## src/rtl/core/sl_pkg.sv

```systemverilog
// ----------------------------------------------------------------------------
// sl_pkg: shared definitions of the script lexer
// token codes, character codes, keyword table, scan modes and the result word
// ----------------------------------------------------------------------------
package sl_pkg;

  // default sizes
  localparam int MAX_WORD_DEF  = 16;
  localparam int LINE_BITS_DEF = 16;

  // fixed field widths
  localparam int CH_W    = 8;
  localparam int KIND_W  = 6;
  localparam int TLINE_W = 16;
  localparam int CFG_W   = 16;

  // result queue
  localparam int RQ_DEPTH = 4;
  localparam int RQ_PTR_W = 2;
  localparam int RQ_CNT_W = 3;

  // token kinds
  localparam logic [KIND_W-1:0] TK_EOF       = 6'd0;
  localparam logic [KIND_W-1:0] TK_BAD       = 6'd1;
  localparam logic [KIND_W-1:0] TK_IDENT     = 6'd2;
  localparam logic [KIND_W-1:0] TK_NUMBER    = 6'd3;
  localparam logic [KIND_W-1:0] TK_STRING    = 6'd4;
  localparam logic [KIND_W-1:0] TK_SET       = 6'd5;
  localparam logic [KIND_W-1:0] TK_FOR       = 6'd6;
  localparam logic [KIND_W-1:0] TK_IF        = 6'd7;
  localparam logic [KIND_W-1:0] TK_TO        = 6'd8;
  localparam logic [KIND_W-1:0] TK_NUM       = 6'd9;
  localparam logic [KIND_W-1:0] TK_STR       = 6'd10;
  localparam logic [KIND_W-1:0] TK_PRINT     = 6'd11;
  localparam logic [KIND_W-1:0] TK_PRINTLN   = 6'd12;
  localparam logic [KIND_W-1:0] TK_WAIT      = 6'd13;
  localparam logic [KIND_W-1:0] TK_CLEAR     = 6'd14;
  localparam logic [KIND_W-1:0] TK_REMOVE    = 6'd15;
  localparam logic [KIND_W-1:0] TK_LOAD_FILE = 6'd16;
  localparam logic [KIND_W-1:0] TK_READ      = 6'd17;
  localparam logic [KIND_W-1:0] TK_ENDPROG   = 6'd18;
  localparam logic [KIND_W-1:0] TK_EXECUTE   = 6'd19;
  localparam logic [KIND_W-1:0] TK_MKDIR     = 6'd20;
  localparam logic [KIND_W-1:0] TK_LEN       = 6'd21;
  localparam logic [KIND_W-1:0] TK_EQEQ      = 6'd22;
  localparam logic [KIND_W-1:0] TK_GE        = 6'd23;
  localparam logic [KIND_W-1:0] TK_LE        = 6'd24;
  localparam logic [KIND_W-1:0] TK_NE        = 6'd25;
  localparam logic [KIND_W-1:0] TK_SEMI      = 6'd26;
  localparam logic [KIND_W-1:0] TK_LPAREN    = 6'd27;
  localparam logic [KIND_W-1:0] TK_RPAREN    = 6'd28;
  localparam logic [KIND_W-1:0] TK_LBRACE    = 6'd29;
  localparam logic [KIND_W-1:0] TK_RBRACE    = 6'd30;
  localparam logic [KIND_W-1:0] TK_LT        = 6'd31;
  localparam logic [KIND_W-1:0] TK_GT        = 6'd32;
  localparam logic [KIND_W-1:0] TK_PLUS      = 6'd33;
  localparam logic [KIND_W-1:0] TK_MINUS     = 6'd34;
  localparam logic [KIND_W-1:0] TK_STAR      = 6'd35;
  localparam logic [KIND_W-1:0] TK_SLASH     = 6'd36;
  localparam logic [KIND_W-1:0] TK_ASSIGN    = 6'd37;
  localparam logic [KIND_W-1:0] TK_UNTERM    = 6'd38;

  // character codes
  localparam logic [CH_W-1:0] CH_NUL    = 8'h00;
  localparam logic [CH_W-1:0] CH_TAB    = 8'h09;
  localparam logic [CH_W-1:0] CH_NL     = 8'h0A;
  localparam logic [CH_W-1:0] CH_CR     = 8'h0D;
  localparam logic [CH_W-1:0] CH_SP     = " ";
  localparam logic [CH_W-1:0] CH_HASH   = "#";
  localparam logic [CH_W-1:0] CH_QUOTE  = "\"";
  localparam logic [CH_W-1:0] CH_USCORE = "_";
  localparam logic [CH_W-1:0] CH_EQ     = "=";
  localparam logic [CH_W-1:0] CH_LT     = "<";
  localparam logic [CH_W-1:0] CH_GT     = ">";
  localparam logic [CH_W-1:0] CH_BANG   = "!";
  localparam logic [CH_W-1:0] CH_SEMI   = ";";
  localparam logic [CH_W-1:0] CH_LPAREN = "(";
  localparam logic [CH_W-1:0] CH_RPAREN = ")";
  localparam logic [CH_W-1:0] CH_LBRACE = "{";
  localparam logic [CH_W-1:0] CH_RBRACE = "}";
  localparam logic [CH_W-1:0] CH_PLUS   = "+";
  localparam logic [CH_W-1:0] CH_MINUS  = "-";
  localparam logic [CH_W-1:0] CH_STAR   = "*";
  localparam logic [CH_W-1:0] CH_SLASH  = "/";
  localparam logic [CH_W-1:0] CH_LC_A   = "a";
  localparam logic [CH_W-1:0] CH_LC_Z   = "z";
  localparam logic [CH_W-1:0] CH_UC_A   = "A";
  localparam logic [CH_W-1:0] CH_UC_Z   = "Z";
  localparam logic [CH_W-1:0] CH_D0     = "0";
  localparam logic [CH_W-1:0] CH_D9     = "9";

  // scan modes
  typedef enum logic [2:0] {
    MODE_IDLE,
    MODE_IDENT,
    MODE_NUMBER,
    MODE_STRING,
    MODE_COMMENT,
    MODE_HELD
  } mode_e;

  // one result word
  typedef struct packed {
    logic                is_text;
    logic [KIND_W-1:0]   kind;
    logic [CH_W-1:0]     chr;
    logic [TLINE_W-1:0]  line;
    logic                last;
  } res_t;

  // keyword table, spellings right-aligned as string literals
  localparam int KW_NUM     = 33;
  localparam int KW_MAX_LEN = 14;

  localparam logic [KW_MAX_LEN*CH_W-1:0] KW_SPELL [KW_NUM] = '{
    "metablhth", "set", "gia", "for", "an", "if", "eos", "to",
    "ari8mo", "num", "mhnhma", "str", "print", "printent", "println",
    "perimene", "wait", "ka8arise", "clear", "sbyse", "remove",
    {"diabase", "_arxeio"}, {"read", "_file"}, "diabase", "read", "telosprograma",
    "endprogram", "treje", "execute", "neosfakelos", "mkdir", "mhkos", "len"
  };

  localparam int KW_LEN [KW_NUM] = '{
    9, 3, 3, 3, 2, 2, 3, 2, 6, 3, 6, 3, 5, 8, 7, 8, 4, 8, 5, 5, 6,
    14, 9, 7, 4, 13, 10, 5, 7, 11, 5, 5, 3
  };

  localparam logic [KIND_W-1:0] KW_KIND [KW_NUM] = '{
    TK_SET, TK_SET, TK_FOR, TK_FOR, TK_IF, TK_IF, TK_TO, TK_TO,
    TK_NUM, TK_NUM, TK_STR, TK_STR, TK_PRINT, TK_PRINTLN, TK_PRINTLN,
    TK_WAIT, TK_WAIT, TK_CLEAR, TK_CLEAR, TK_REMOVE, TK_REMOVE,
    TK_LOAD_FILE, TK_LOAD_FILE, TK_READ, TK_READ, TK_ENDPROG, TK_ENDPROG,
    TK_EXECUTE, TK_EXECUTE, TK_MKDIR, TK_MKDIR, TK_LEN, TK_LEN
  };

  // character classes
  function automatic logic is_alpha(logic [CH_W-1:0] c);
    return c inside {[CH_LC_A:CH_LC_Z], [CH_UC_A:CH_UC_Z]};
  endfunction

  function automatic logic is_digit(logic [CH_W-1:0] c);
    return c inside {[CH_D0:CH_D9]};
  endfunction

  function automatic logic is_space(logic [CH_W-1:0] c);
    return c inside {CH_SP, [CH_TAB:CH_CR]};
  endfunction

  // operator that stands alone
  function automatic logic [KIND_W-1:0] single_kind(logic [CH_W-1:0] c);
    logic [KIND_W-1:0] k;
    case (c)
      CH_SEMI:   k = TK_SEMI;
      CH_LPAREN: k = TK_LPAREN;
      CH_RPAREN: k = TK_RPAREN;
      CH_LBRACE: k = TK_LBRACE;
      CH_RBRACE: k = TK_RBRACE;
      CH_LT:     k = TK_LT;
      CH_GT:     k = TK_GT;
      CH_PLUS:   k = TK_PLUS;
      CH_MINUS:  k = TK_MINUS;
      CH_STAR:   k = TK_STAR;
      CH_SLASH:  k = TK_SLASH;
      CH_EQ:     k = TK_ASSIGN;
      default:   k = TK_BAD;
    endcase
    return k;
  endfunction

  // held operator followed by '='
  function automatic logic [KIND_W-1:0] double_kind(logic [CH_W-1:0] c);
    logic [KIND_W-1:0] k;
    case (c)
      CH_EQ:   k = TK_EQEQ;
      CH_GT:   k = TK_GE;
      CH_LT:   k = TK_LE;
      default: k = TK_NE;
    endcase
    return k;
  endfunction

endpackage

```

## src/rtl/core/sl_kw_match.sv

```systemverilog
// ----------------------------------------------------------------------------
// sl_kw_match: keyword matcher
// compares the buffered word against every keyword spelling in parallel
// ----------------------------------------------------------------------------
module sl_kw_match #(
  parameter int LEN_W = 5
) (
  input  logic [sl_pkg::KW_MAX_LEN*sl_pkg::CH_W-1:0] word_i,
  input  logic [LEN_W-1:0]                           len_i,
  output logic [sl_pkg::KIND_W-1:0]                  kind_o
);

  logic hit;
  logic found;

  // one comparator per table entry, first hit wins
  always_comb begin
    kind_o = sl_pkg::TK_IDENT;
    found  = 1'b0;
    hit    = 1'b0;
    for (int e = 0; e < sl_pkg::KW_NUM; e++) begin
      hit = (int'(len_i) == sl_pkg::KW_LEN[e]);
      for (int i = 0; i < sl_pkg::KW_MAX_LEN; i++) begin
        if (i < sl_pkg::KW_LEN[e]) begin
          if (word_i[sl_pkg::CH_W*i +: sl_pkg::CH_W] !=
              sl_pkg::KW_SPELL[e][sl_pkg::CH_W*((sl_pkg::KW_LEN[e] + sl_pkg::KW_MAX_LEN
                                  - 1 - i) % sl_pkg::KW_MAX_LEN) +: sl_pkg::CH_W]) begin
            hit = 1'b0;
          end
        end
      end
      if (hit && !found) begin
        kind_o = sl_pkg::KW_KIND[e];
        found  = 1'b1;
      end
    end
  end

endmodule

```

## src/rtl/core/sl_scan.sv

```systemverilog
// ----------------------------------------------------------------------------
// sl_scan: scanner state and per-character decode
// holds mode, line count and word buffer, and forms up to two result words
// ----------------------------------------------------------------------------
module sl_scan #(
  parameter int MAX_WORD  = sl_pkg::MAX_WORD_DEF,
  parameter int LINE_BITS = sl_pkg::LINE_BITS_DEF
) (
  input  logic                     clk_i,
  input  logic                     rst_ni,
  input  logic                     proc_i,
  input  logic [sl_pkg::CH_W-1:0]  ch_i,
  input  logic [sl_pkg::CFG_W-1:0] first_line_i,
  output logic [1:0]               push_o,
  output sl_pkg::res_t             res0_o,
  output sl_pkg::res_t             res1_o
);

  localparam int LEN_W = $clog2(MAX_WORD + 2);
  localparam int IDX_W = $clog2(MAX_WORD);
  localparam int CW    = (LINE_BITS > sl_pkg::CFG_W) ? LINE_BITS : sl_pkg::CFG_W;
  localparam logic [LINE_BITS-1:0] LINE_MAX = {LINE_BITS{1'b1}};
  localparam logic [CW-1:0]        TLINE_MAX = CW'({sl_pkg::TLINE_W{1'b1}});

  // decode of a character seen between tokens
  typedef struct packed {
    sl_pkg::mode_e             mode;
    logic                      emit;
    logic                      is_text;
    logic [sl_pkg::KIND_W-1:0] kind;
    logic [sl_pkg::CH_W-1:0]   chr;
    logic                      line_inc;
    logic                      tok;
    logic                      word;
    logic                      held;
    logic                      eof;
  } start_t;

  sl_pkg::mode_e              mode_q, mode_d;
  logic [LINE_BITS-1:0]       line_q, line_d;
  logic [LINE_BITS-1:0]       sline_q, sline_d;
  logic [LEN_W-1:0]           wlen_q, wlen_d;
  logic [sl_pkg::CH_W-1:0]    held_q, held_d;
  logic [sl_pkg::CH_W-1:0]    wbuf_q [MAX_WORD];

  logic [LINE_BITS-1:0]       first_line;
  logic [CW-1:0]              fl_ext;
  logic [LINE_BITS-1:0]       line_inc;
  logic [sl_pkg::KW_MAX_LEN*sl_pkg::CH_W-1:0] word;
  logic [sl_pkg::KIND_W-1:0]  kw_kind;
  start_t                     st;
  logic                       do_start;
  logic                       ea_vld;
  sl_pkg::res_t               ea;
  sl_pkg::res_t               st_res;
  logic                       buf_we;
  logic [IDX_W-1:0]           buf_idx;

  function automatic logic [sl_pkg::TLINE_W-1:0] clip(logic [LINE_BITS-1:0] v);
    logic [CW-1:0] ve;
    ve = CW'(v);
    if (ve > TLINE_MAX) begin
      return {sl_pkg::TLINE_W{1'b1}};
    end
    return ve[sl_pkg::TLINE_W-1:0];
  endfunction

  // register value clamped to the line range
  assign fl_ext     = CW'(first_line_i);
  assign first_line = (fl_ext > CW'(LINE_MAX)) ? LINE_MAX : LINE_BITS'(fl_ext);

  // saturating line increment
  assign line_inc = (line_q == LINE_MAX) ? line_q : line_q + LINE_BITS'(1);

  // keyword lookup over the first buffer entries
  for (genvar g = 0; g < sl_pkg::KW_MAX_LEN; g++) begin : g_word
    assign word[sl_pkg::CH_W*g +: sl_pkg::CH_W] = wbuf_q[g];
  end

  sl_kw_match #(
    .LEN_W (LEN_W)
  ) u_kw_match (
    .word_i (word),
    .len_i  (wlen_q),
    .kind_o (kw_kind)
  );

  // start decode
  always_comb begin
    st         = '0;
    st.mode    = sl_pkg::MODE_IDLE;
    st.kind    = sl_pkg::TK_EOF;
    if (ch_i == sl_pkg::CH_NUL) begin
      st.emit = 1'b1;
      st.eof  = 1'b1;
    end else if (sl_pkg::is_space(ch_i)) begin
      st.line_inc = (ch_i == sl_pkg::CH_NL);
    end else if (ch_i == sl_pkg::CH_HASH) begin
      st.mode = sl_pkg::MODE_COMMENT;
    end else if (sl_pkg::is_alpha(ch_i)) begin
      st.mode    = sl_pkg::MODE_IDENT;
      st.tok     = 1'b1;
      st.word    = 1'b1;
      st.emit    = 1'b1;
      st.is_text = 1'b1;
      st.kind    = sl_pkg::TK_IDENT;
      st.chr     = ch_i;
    end else if (sl_pkg::is_digit(ch_i)) begin
      st.mode    = sl_pkg::MODE_NUMBER;
      st.tok     = 1'b1;
      st.emit    = 1'b1;
      st.is_text = 1'b1;
      st.kind    = sl_pkg::TK_NUMBER;
      st.chr     = ch_i;
    end else if (ch_i == sl_pkg::CH_QUOTE) begin
      st.mode = sl_pkg::MODE_STRING;
      st.tok  = 1'b1;
    end else if (ch_i inside {sl_pkg::CH_EQ, sl_pkg::CH_LT, sl_pkg::CH_GT,
                              sl_pkg::CH_BANG}) begin
      st.mode = sl_pkg::MODE_HELD;
      st.tok  = 1'b1;
      st.held = 1'b1;
    end else begin
      st.emit = 1'b1;
      st.kind = sl_pkg::single_kind(ch_i);
    end
  end

  // step decode: first result of the current mode, and whether to restart
  always_comb begin
    do_start   = 1'b0;
    ea_vld     = 1'b0;
    ea         = '0;
    ea.line    = clip(sline_q);
    buf_we     = 1'b0;
    buf_idx    = '0;
    case (mode_q)
      sl_pkg::MODE_HELD: begin
        ea_vld = 1'b1;
        if (ch_i == sl_pkg::CH_EQ) begin
          ea.kind = sl_pkg::double_kind(held_q);
        end else begin
          ea.kind  = sl_pkg::single_kind(held_q);
          do_start = 1'b1;
        end
      end
      sl_pkg::MODE_IDENT: begin
        ea_vld = 1'b1;
        if (sl_pkg::is_alpha(ch_i) || sl_pkg::is_digit(ch_i) ||
            ch_i == sl_pkg::CH_USCORE) begin
          ea.is_text = 1'b1;
          ea.kind    = sl_pkg::TK_IDENT;
          ea.chr     = ch_i;
          buf_we     = (wlen_q < LEN_W'(MAX_WORD));
          buf_idx    = wlen_q[IDX_W-1:0];
        end else begin
          ea.kind  = kw_kind;
          do_start = 1'b1;
        end
      end
      sl_pkg::MODE_NUMBER: begin
        ea_vld  = 1'b1;
        ea.kind = sl_pkg::TK_NUMBER;
        if (sl_pkg::is_digit(ch_i)) begin
          ea.is_text = 1'b1;
          ea.chr     = ch_i;
        end else begin
          do_start = 1'b1;
        end
      end
      sl_pkg::MODE_STRING: begin
        ea_vld = 1'b1;
        if (ch_i == sl_pkg::CH_QUOTE) begin
          ea.kind = sl_pkg::TK_STRING;
        end else if (ch_i == sl_pkg::CH_NUL) begin
          ea.kind  = sl_pkg::TK_UNTERM;
          do_start = 1'b1;
        end else begin
          ea.is_text = 1'b1;
          ea.kind    = sl_pkg::TK_STRING;
          ea.chr     = ch_i;
        end
      end
      sl_pkg::MODE_COMMENT: begin
        do_start = (ch_i == sl_pkg::CH_NL) || (ch_i == sl_pkg::CH_NUL);
      end
      default: begin
        do_start = 1'b1;
      end
    endcase
    if (do_start && st.word) begin
      buf_we  = 1'b1;
      buf_idx = '0;
    end
  end

  // next state
  always_comb begin
    mode_d  = mode_q;
    line_d  = line_q;
    sline_d = sline_q;
    wlen_d  = wlen_q;
    held_d  = held_q;
    case (mode_q)
      sl_pkg::MODE_HELD: begin
        held_d = '0;
        mode_d = sl_pkg::MODE_IDLE;
      end
      sl_pkg::MODE_IDENT: begin
        if (do_start) begin
          wlen_d = '0;
        end else if (wlen_q <= LEN_W'(MAX_WORD)) begin
          wlen_d = wlen_q + LEN_W'(1);
        end
      end
      sl_pkg::MODE_STRING: begin
        if (ch_i == sl_pkg::CH_QUOTE) begin
          mode_d = sl_pkg::MODE_IDLE;
        end else if (ch_i == sl_pkg::CH_NL) begin
          line_d = line_inc;
        end
      end
      default: begin
      end
    endcase
    if (do_start) begin
      mode_d = st.mode;
      if (st.line_inc) begin
        line_d = line_inc;
      end
      if (st.tok) begin
        sline_d = line_q;
      end
      if (st.word) begin
        wlen_d = LEN_W'(1);
      end
      if (st.held) begin
        held_d = ch_i;
      end
      if (st.eof) begin
        line_d = first_line;
        held_d = '0;
        wlen_d = '0;
      end
    end
  end

  // result words
  always_comb begin
    st_res         = '0;
    st_res.is_text = st.is_text;
    st_res.kind    = st.kind;
    st_res.chr     = st.chr;
    st_res.line    = clip(line_q);
    push_o[0]      = proc_i & (ea_vld | (do_start & st.emit));
    push_o[1]      = proc_i & ea_vld & do_start & st.emit;
    res0_o         = ea_vld ? ea : st_res;
    res0_o.last    = !(ea_vld & do_start & st.emit);
    res1_o         = st_res;
    res1_o.last    = 1'b1;
  end

  // control state
  always_ff @(posedge clk_i or negedge rst_ni) begin
    if (!rst_ni) begin
      mode_q  <= sl_pkg::MODE_IDLE;
      line_q  <= LINE_BITS'(1);
      sline_q <= '0;
      wlen_q  <= '0;
      held_q  <= '0;
    end else if (proc_i) begin
      mode_q  <= mode_d;
      line_q  <= line_d;
      sline_q <= sline_d;
      wlen_q  <= wlen_d;
      held_q  <= held_d;
    end
  end

  // word buffer, no reset
  always_ff @(posedge clk_i) begin
    if (proc_i && buf_we) begin
      wbuf_q[buf_idx] <= ch_i;
    end
  end

endmodule

```

## src/rtl/core/sl_res_fifo.sv

```systemverilog
// ----------------------------------------------------------------------------
// sl_res_fifo: result queue
// takes up to two result words a cycle and hands out one, head registered
// ----------------------------------------------------------------------------
module sl_res_fifo (
  input  logic         clk_i,
  input  logic         rst_ni,
  input  logic [1:0]   push_i,
  input  sl_pkg::res_t res0_i,
  input  sl_pkg::res_t res1_i,
  output logic         room_o,
  output logic         valid_o,
  input  logic         stall_i,
  output sl_pkg::res_t head_o
);

  sl_pkg::res_t                  mem_q [sl_pkg::RQ_DEPTH];
  logic [sl_pkg::RQ_PTR_W-1:0]   wr_q, wr_d;
  logic [sl_pkg::RQ_PTR_W-1:0]   rd_q, rd_d;
  logic [sl_pkg::RQ_CNT_W-1:0]   cnt_q, cnt_d;
  logic                          pop;

  // room for two words, counted without this cycle's pop
  assign room_o  = (cnt_q <= sl_pkg::RQ_CNT_W'(sl_pkg::RQ_DEPTH - 2));
  assign valid_o = (cnt_q != '0);
  assign pop     = valid_o & !stall_i;
  assign head_o  = mem_q[rd_q];

  // pointer and fill update
  always_comb begin
    wr_d  = wr_q + sl_pkg::RQ_PTR_W'(push_i[0]) + sl_pkg::RQ_PTR_W'(push_i[1]);
    rd_d  = rd_q + sl_pkg::RQ_PTR_W'(pop);
    cnt_d = cnt_q + sl_pkg::RQ_CNT_W'(push_i[0]) + sl_pkg::RQ_CNT_W'(push_i[1])
            - sl_pkg::RQ_CNT_W'(pop);
  end

  always_ff @(posedge clk_i or negedge rst_ni) begin
    if (!rst_ni) begin
      wr_q  <= '0;
      rd_q  <= '0;
      cnt_q <= '0;
    end else begin
      wr_q  <= wr_d;
      rd_q  <= rd_d;
      cnt_q <= cnt_d;
    end
  end

  // queue storage
  always_ff @(posedge clk_i) begin
    if (push_i[0]) begin
      mem_q[wr_q] <= res0_i;
    end
    if (push_i[1]) begin
      mem_q[wr_q + sl_pkg::RQ_PTR_W'(1)] <= res1_i;
    end
  end

endmodule

```

## src/rtl/core/script_lexer.sv

```systemverilog
// ----------------------------------------------------------------------------
// script_lexer: character-serial lexical analyser
// skips blanks and comments, emits literal text and tokens with line numbers
// ----------------------------------------------------------------------------
//  channel  | direction | handshake                | payload
//  ---------+-----------+--------------------------+-------------------------------
//  input    | in        | in_valid_i / in_stall_o  | ch_i
//  result   | out       | out_valid_o / out_stall_i| is_text_o token_kind_o
//           |           |                          | text_char_o token_line_o last_o
//  config   | in        | cfg_valid_i / cfg_ready_o| cfg_data_i (first line number)
//
//  one character is taken every cycle while the queue has room; one that causes two
//  words hands them out in turn, so sustained rate is one result word per cycle while
//  out_stall_i is low, set by the single output port and the four-word result queue.
//  a character is held in the input register, its first result then in the queue.
//  reset clears all control state, the line count starts at 1; no clearing pass.
//  in_stall_o rises while a character waits and the queue has under two free words.
// ----------------------------------------------------------------------------
module script_lexer #(
  parameter int MAX_WORD  = sl_pkg::MAX_WORD_DEF,
  parameter int LINE_BITS = sl_pkg::LINE_BITS_DEF
) (
  input  logic                       clk_i,
  input  logic                       rst_ni,
  // source characters
  input  logic                       in_valid_i,
  output logic                       in_stall_o,
  input  logic [sl_pkg::CH_W-1:0]    ch_i,
  // results
  output logic                       out_valid_o,
  input  logic                       out_stall_i,
  output logic                       is_text_o,
  output logic [sl_pkg::KIND_W-1:0]  token_kind_o,
  output logic [sl_pkg::CH_W-1:0]    text_char_o,
  output logic [sl_pkg::TLINE_W-1:0] token_line_o,
  output logic                       last_o,
  // configuration
  input  logic                       cfg_valid_i,
  output logic                       cfg_ready_o,
  input  logic [sl_pkg::CFG_W-1:0]   cfg_data_i
);

  logic                     in_vld_q;
  logic [sl_pkg::CH_W-1:0]  ch_q;
  logic [sl_pkg::CFG_W-1:0] first_line_q;
  logic                     room;
  logic                     proc;
  logic                     accept;
  logic [1:0]               push;
  sl_pkg::res_t             res0;
  sl_pkg::res_t             res1;
  sl_pkg::res_t             head;

  // input handshake
  assign proc        = in_vld_q & room;
  assign in_stall_o  = in_vld_q & !room;
  assign accept      = in_valid_i & !in_stall_o;
  assign cfg_ready_o = 1'b1;

  // input register
  always_ff @(posedge clk_i or negedge rst_ni) begin
    if (!rst_ni) begin
      in_vld_q <= 1'b0;
    end else if (accept) begin
      in_vld_q <= 1'b1;
    end else if (proc) begin
      in_vld_q <= 1'b0;
    end
  end

  always_ff @(posedge clk_i) begin
    if (accept) begin
      ch_q <= ch_i;
    end
  end

  // first line number register
  always_ff @(posedge clk_i or negedge rst_ni) begin
    if (!rst_ni) begin
      first_line_q <= sl_pkg::CFG_W'(1);
    end else if (cfg_valid_i && cfg_ready_o) begin
      first_line_q <= cfg_data_i;
    end
  end

  sl_scan #(
    .MAX_WORD  (MAX_WORD),
    .LINE_BITS (LINE_BITS)
  ) u_scan (
    .clk_i        (clk_i),
    .rst_ni       (rst_ni),
    .proc_i       (proc),
    .ch_i         (ch_q),
    .first_line_i (first_line_q),
    .push_o       (push),
    .res0_o       (res0),
    .res1_o       (res1)
  );

  sl_res_fifo u_res_fifo (
    .clk_i   (clk_i),
    .rst_ni  (rst_ni),
    .push_i  (push),
    .res0_i  (res0),
    .res1_i  (res1),
    .room_o  (room),
    .valid_o (out_valid_o),
    .stall_i (out_stall_i),
    .head_o  (head)
  );

  // result fields
  assign is_text_o    = head.is_text;
  assign token_kind_o = head.kind;
  assign text_char_o  = head.chr;
  assign token_line_o = head.line;
  assign last_o       = head.last;

endmodule

```

## config.mk

```make
export PLATFORM = sky130hd
export DESIGN_NAME = script_lexer
export DESIGN_NICKNAME = d
export VERILOG_FILES = /design/src/rtl/core/sl_pkg.sv /design/src/rtl/core/sl_kw_match.sv /design/src/rtl/core/sl_scan.sv /design/src/rtl/core/sl_res_fifo.sv /design/src/rtl/core/script_lexer.sv
export SDC_FILE = /design/constraint.sdc
export NUM_CORES = 1
export LEC_CHECK = 0
export ABC_AREA = 0
export BUFFER_PORTS_ARGS = -buffer_cell sky130_fd_sc_hd__clkbuf_2
export CORE_MARGIN = 1.5
export CORE_UTILIZATION = 55
export CTS_CLUSTER_SIZE = 24
export DETAILED_ROUTE_END_ITERATION = 6
export HOLD_SLACK_MARGIN = 0.06
export PLACE_DENSITY_LB_ADDON = 0.15
export REMOVE_ABC_BUFFERS = 1
export SYNTH_ARGS = -nofsm -noshare
export SYNTH_HDL_FRONTEND = slang
export SYNTH_SLANG_ARGS = --single-unit
```

## constraint.sdc

```tcl
create_clock -name clk_i -period 4.5 [get_ports clk_i]
set_input_delay 0.9 -clock clk_i [delete_from_list [all_inputs] [get_ports clk_i]]
set_output_delay 0.9 -clock clk_i [all_outputs]
set_load 0.1 [all_outputs]
```

## After elaboration in Yosys (flattened, before gate mapping)

Memories as Yosys holds them, arrays and structs flattened.
Cells that the tools add are included.

- Register bits: 80
- RAM bits: 256
- Input port bits: 29
- Output and inout bits: 35
- Memories: 2

- Add/sub/neg operators: 9
- Magnitude comparators: 14
- Equal/unequal tests: 156
- Muxes and demuxes: 349
- Bitwise operators: 12
- Reductions and logical operators: 87

Memory list:

| memory | depth | width | rd ports | clocked after Yosys merged registers in | wr ports | line | RTL |
|---|---|---|---|---|---|---|---|
| u_res_fifo.mem_q | 4 | 32 | 1 | 0 | 2 | sl_res_fifo.sv:17 | `sl_pkg::res_t mem_q [sl_pkg::RQ_DEPTH];` |
| u_scan.wbuf_q | 16 | 8 | 14 | 0 | 1 | sl_scan.sv:44 | `logic [sl_pkg::CH_W-1:0] wbuf_q [MAX_WORD];` |

Operators with widths:

| cell | number |
|---|---|
| != test 8 x 7 -> 1 bit, second input constant | 105 |
| two-way mux 1 bit | 258 |
| two-way mux 6 bit | 39 |
| two-way mux 16 bit | 13 |
| equality test 8 x 6 -> 1 bit, second input constant | 24 |
| one-hot mux 6 bit (12 select lines) | 2 |
| two-way mux 8 bit | 8 |
| two-way mux 19 bit | 3 |
| > comparator 16 bit, second input constant | 3 |
| equality test 8 x 7 -> 1 bit, second input constant | 5 |
| logical AND 1 bit | 38 |
| logical NOT 1 bit | 36 |
| two-way mux 32 bit | 1 |
| equality test 5 bit, second input constant | 6 |
| two-way mux 5 bit | 6 |
| two-way mux 3 bit | 9 |
| one-hot mux 6 bit (4 select lines) | 1 |
| one-hot mux 8 bit (3 select lines) | 1 |
| equality test 5 x 4 -> 1 bit, second input constant | 4 |
| adder 16 x 1 -> 16 bit, second input constant | 1 |
| equality test 16 bit, second input constant | 1 |
| greater-or-equal comparator 8 x 7 -> 1 bit, second input constant | 2 |
| less-or-equal comparator 8 x 7 -> 1 bit, second input constant | 2 |
| two-way mux 4 bit | 4 |
| other kinds (32) | 55 |

## Longest topological paths before layout

An unclocked memory read counts as a cell.

- Depth after elaboration: 111
- Depth in mapped cells: 13
- Mapped depth without buffers: 12

## Hierarchy

Synthesis repeated with hierarchy kept, for this count alone.

- Cell total of the unflattened synthesis: 1419
- Area total of the unflattened synthesis: 17645.7 µm²

Modules (own cells, without submodules):

| module | instances | cells an instance | area each (µm²) |
|---|---|---|---|
| sl_scan | 1 | 724 | 8035.2 |
| sl_res_fifo | 1 | 347 | 6600.1 |
| sl_kw_match | 1 | 298 | 2054.5 |
| script_lexer | 1 | 50 | 955.9 |

## Worst setup path after synthesis

Ideal clock, no wire load.

- Kind: register to register
- Start: register ch_q[6] (netlist bit)
- End: memory u_res_fifo.mem_q[1][0] (netlist bit)
- Arrival: 3.253 ns
- Required time: 4.381 ns
- Slack: 1.129 ns
- Stages on the path, launching flop included: 11
- Path buffers: 2
- Clock period less this slack: 3.371 ns
- Cells stage by stage: edfxtp_1 -> buf_2 -> nand4bb_1 -> o41ai_1 -> a221oi_1 -> nor3_2 -> nor2_4 -> nand2_1 -> clkbuf_1 -> nand2_1 -> o21a_1

RTL lines:

| item | line | RTL |
|---|---|---|
| start, declared | script_lexer.sv:44 | `logic [sl_pkg::CH_W-1:0] ch_q;` |
| start signal, assigned | script_lexer.sv:73 | `ch_q <= ch_i;` |
| end, declared | sl_res_fifo.sv:17 |  |

## Final worst setup path

- Start: register ch_q[1] (netlist bit)
- End: memory u_scan.wbuf_q[2][4] (netlist bit), enable pin

- Word-level cells in the longest chain between the ends: 12
- Elaborated cells between the ends (all ways): 44
- Classes of those cells: order compare (8); eq/ne (6); mux (18); reduce/logical (12)

Ends and longest elaborated chain:

| item | line | RTL |
|---|---|---|
| greater-or-equal comparator 8 x 7 -> 1 bit or less-or-equal comparator 8 x 7 -> 1 bit (tied branches) | sl_pkg.sv:138 | `return c inside {[CH_LC_A:CH_LC_Z], [CH_UC_A:CH_UC_Z]};` |
| logical AND 1 bit | sl_pkg.sv:138 |  |
| nonzero test 2 bit | sl_pkg.sv:138 |  |
| logical OR 1 bit or two-way mux 1 bit (tied branches) | sl_scan.sv:149, sl_scan.sv:100 |  |
| logical OR 1 bit or two-way mux 3 bit (tied branches) | sl_scan.sv:149, sl_scan.sv:98 |  |
| two-way mux 1 bit or two-way mux 3 bit (tied branches) | sl_scan.sv:149, sl_scan.sv:96 |  |
| one-hot mux 1 bit (5 select lines) or two-way mux 19 bit (tied branches) | sl_scan.sv:137, sl_scan.sv:93 |  |
| logical AND 1 bit | sl_scan.sv:191 | `if (do_start && st.word) begin` |
| two-way mux 1 bit | sl_scan.sv:191 |  |
| logical AND 1 bit | sl_scan.sv:282 | `if (proc_i && buf_we) begin` |
| two-way mux 1 bit | sl_scan.sv:282 |  |
| two-way mux 1 bit (not written as such) | sl_scan.sv:283 | `wbuf_q[buf_idx] <= ch_i;` |
| end, declared | sl_scan.sv:44 |  |

Several ways; a longest one is shown, not always the timed one.

==> results.yml <==
timing:
  fin_crit_ns: 3.850
  worst_slack_ns: 0.6500
  rsz0062_at_grt: "false"
  fin_hold_ws_ns: 0.4615
  fmax_ghz: 0.2597
  skew_ns: 0.02928
  slew_headroom_pct: 33.42
  slew_viol_final: 0
  worst_pin_slew_ns: 0.9957
  period_share_pct: 85.55
  setup_viol: 0
  hold_viol_final: 0
job:
  drv_cap: 0
clocking:
  cts_hold_buf: 0
  numCtsBuffers: 34
  cts_root_buffer: "clkbuf_16"
  ctsLongestPathBuffers: 3
  clock_sinks: 320
  cts_resized: 0
  htree_levels: 2
  worst_skew_pair.late_latency_ns: 0.54
  path_clk_slew_ns: 0.06
  cts_setup_buffers: 0
  cts_tree: "yes"
route:
  drc: 0
  dr.pass1.iters: 5
  ant_nets: 0
  finalWirelength_um: 47550
  drt-initial-drc-count: 1698
  vias_per_cell: 6.767
  post_drt_wl_per_cell_um: 25.13
  num_vias: 12804
floorplan:
  rows: 63
  core_um2: 29800
  start_util_pct: 56.22
  die_h_um: 177.5
  die_width_um: 177.5
  num_io_pins: 64
  die-area_um2: 31520
power:
  clkPwrFrac_pct: 23.8
  p_total_uw: 12400
  p_switching_uw: 5412
  netSwitchingFraction_pct: 43.66
  power_density_nw_per_um2: 661.0
  vdd_drop_max_v: 0.0005228
  p_seq_share_pct: 36.0
  p_int_uw: 6985
  combPwrFrac_pct: 40.2
  p_leak_uw: 0.006414
placement:
  placed_area_um2: 17570
  dpl.hpwl_um: 33440
  post-place-ws_ns: 0.7146
  io_buffers: 62
  dp_cells: 1829
  gp_congestion: 0.9585
synthesis:
  netlist_instances: 1417
  ys_seq_elements: 320
  ys_warn_count: 0
  ys_seq_area_share_pct: 54.99
  syn-cell-area_um2: 16750
  syn_avg_cell_area_um2: 11.82
  async_reset_ff_share_pct: 22.50
  synth.distinct_cells: 96
  synth_ff_type: "edfxtp_1"
  synth_edf_count: 244
worst_setup_path:
  worstSetupPathType: "reg -> reg"
  slowest_stage: "edfxtp_1"
  worstPathMaxFanout: 13
  required_ns: 4.66
  arrival_ns: 4.01
  critPathMaxStageDelay_ns: 0.53
  cp-start-kind: "register"
  crit_top_cell: "or3_1"
  cp_cell_sequence: "buf_4, or3_1, o221a_2, nor4_4, or3_1, nand2_1, a211o_1, nor2_1"
  end_kind: "register"
global_routing:
  overflow: 0
  met3_usage_pct: 7.198
  gr-usage-all-layers_pct: 30.54
  grt_max_degree: 73
  globalRouteMet2Util_pct: 43.33
  top_usage_layer: "met1"
  gr-usage-met1_pct: 47.66
  first_global_vias: 11901
  antenna_found_initial: 1
  grt_first_pass_wirelength_um: 71880
final_layout:
  nNetsFinal: 1515
  area_delta_synth_final_pct: 11.95
  fillers: 2285
  drive_above_1_share_pct: 17.46
  layout.cells.non_filler: 1892
  fin_area_um2: 18750
min_path:
  hold_path.class: "reg -> reg"
run_status:
  status: "completed"
[sequential cells by signal (all words and copies together), names as in the netlist]
signal            count
ch_q                  8
first_line_q         16
in_vld_q              1
u_res_fifo.cnt_q      3
u_res_fifo.mem_q    128
u_res_fifo.rd_q       2
u_res_fifo.wr_q       2
u_scan.held_q         8
u_scan.line_q        16
u_scan.mode_q         3
u_scan.sline_q       16
u_scan.wbuf_q       112
u_scan.wlen_q         5
[power groups by stage]
stage	clock network [uW]	registers, uW	logic (uW)
2_1_floorplan	0	4440	3680
3_3_place_gp	0	4470	4900
3_5_place_dp	0	4500	4940
4_1_cts	2970	4450	4970
5_1_grt	3090	4540	5270
6_report	2950	4460	4990
[worst paths after layout]
path / from / end / slack, ns / depth (start not counted)
setup / recovery: ch_q[1] / u_scan.wbuf_q[2][4] / 0.65 / 8
hold / removal: u_res_fifo.mem_q[1][0] / u_res_fifo.mem_q[1][0] / 0.46 / 1
setup reg to reg: ch_q[1] / u_scan.wbuf_q[2][4] / 0.65 / 8
hold reg to reg: u_res_fifo.mem_q[1][0] / u_res_fifo.mem_q[1][0] / 0.46 / 1
max in group asynchronous: rst_ni / u_scan.held_q[7] / 3.31 / 1
min in group asynchronous: rst_ni / u_scan.sline_q[7] / 0.50 / 1
[cell type report]
type                    instances  area [um^2]  area share (%)
flip-flops and latches        320         9213           49.12
multi-input cells             976         7062           37.65
clock buffers                  40        873.3           4.657
repair buffers                114        703.2           3.749
well taps                     390        488.0           2.602
clock inverters                22        304.0           1.621
inverters                      29        108.9          0.5804
diodes                          1        2.502         0.01334
[worst max-delay path: cells and delay by family, from the launching register on]
family | cells | cell delay, ns
AO/OA/AOI/OAI | 2 | 0.74
flip-flops | 1 | 0.53
AND/OR/NAND/NOR | 5 | 1.96
buffers and inverters | 1 | 0.25
[metal layers]
layer / routed length (um) / vias up / share of wire [%]
met1: 21460 / 6332 / 45
met5: 0 / - / 0
met2: 20010 / 688 / 42
li1: - / 5711 / -
met3: 5326 / 73 / 11
met4: 754 / 0 / 1.6
[cells in the mapped netlist, types with 6 or more instances]
master / number / area (um^2)
mux4_2: 32 / 720.7
buf_1: 10 / 37.54
nand4bb_1: 6 / 67.56
xnor2_1: 14 / 122.6
nor2_1: 92 / 345.3
nand2_1: 98 / 367.9
or4_1: 12 / 90.09
o211ai_1: 9 / 67.56
nor2b_1: 32 / 200.2
a31oi_1: 16 / 100.1
nor3_1: 20 / 100.1
and4b_1: 10 / 100.1
nand2b_1: 13 / 81.33
a21oi_1: 44 / 220.2
o21a_1: 6 / 45.04
and2_1: 33 / 206.5
and3b_1: 6 / 52.55
o22ai_1: 34 / 212.7
mux2_2: 22 / 247.7
mux2_1: 10 / 112.6
or3_1: 13 / 81.33
nor4_1: 37 / 231.5
nand4_1: 38 / 237.7
a22o_1: 68 / 595.6
nand4b_1: 21 / 183.9
o21ai_0: 48 / 240.2
edfxtp_1: 244 / 7327
xor2_1: 9 / 78.83
inv_1: 28 / 105.1
clkbuf_1: 62 / 232.7
ha_1: 8 / 100.1
dfrtp_1: 70 / 1752
buf_2: 17 / 85.08
nor4bb_1: 17 / 170.2
and3_1: 7 / 43.79
nand3b_1: 7 / 52.55
o21ai_1: 7 / 35.03
nand3_1: 56 / 280.3
or2_2: 7 / 43.79
nor4b_1: 8 / 70.07
[stage by stage]
step / util (%) / TNS [ns]
after floorplan: - / -0.3027
after global placement: 58.98 / 0
after detailed placement: 58.98 / 0
after CTS: 62.93 / 0
after global routing: 62.93 / 0
final: 62.94 / 0
[placed cells by master (no fill, tap or decap), types with 8 or more instances in the layout]
cell type | synthesis | routed
nand2_1 | 98 | 98
mux4_2 | 32 | 32
or4_1 | 12 | 12
nand4_1 | 38 | 38
buf_4 | 3 | 53
inv_1 | 28 | 28
nand4b_1 | 21 | 21
a31oi_1 | 16 | 16
a22o_1 | 68 | 68
clkbuf_2 | 0 | 61
nand3_1 | 56 | 56
nor4bb_1 | 17 | 17
or3_1 | 13 | 13
nor4b_1 | 8 | 8
xor2_1 | 9 | 9
and4b_1 | 10 | 10
xnor2_1 | 14 | 14
nor4_1 | 37 | 37
nand2b_1 | 13 | 13
o21ai_0 | 48 | 48
clkinv_1 | 0 | 9
a21oi_1 | 44 | 44
and2_1 | 33 | 33
clkbuf_16 | 0 | 34
o22ai_1 | 34 | 34
mux2_1 | 10 | 10
dfrtp_1 | 70 | 69
edfxtp_1 | 244 | 244
mux2_2 | 22 | 22
ha_1 | 8 | 8
nor3_1 | 20 | 19
o211ai_1 | 9 | 9
nor2_1 | 92 | 92
nor2b_1 | 32 | 31
[logic make-up (layout without fill, tap and decap cells)]
logic type	after synthesis	in the layout	share of synthesized area [%]
and+or+nand+nor	573	573	20.48
muxes	69	69	6.752
xor gates and xnor gates	23	23	1.203
other	1	2	0.02238
buffers and inverters	121	205	2.905
AOI/OAI and AO/OA	299	299	12.70
DFF	320	320	54.99
adders and majority gates	11	11	0.9560
Power figures use the tool's default switching activity.
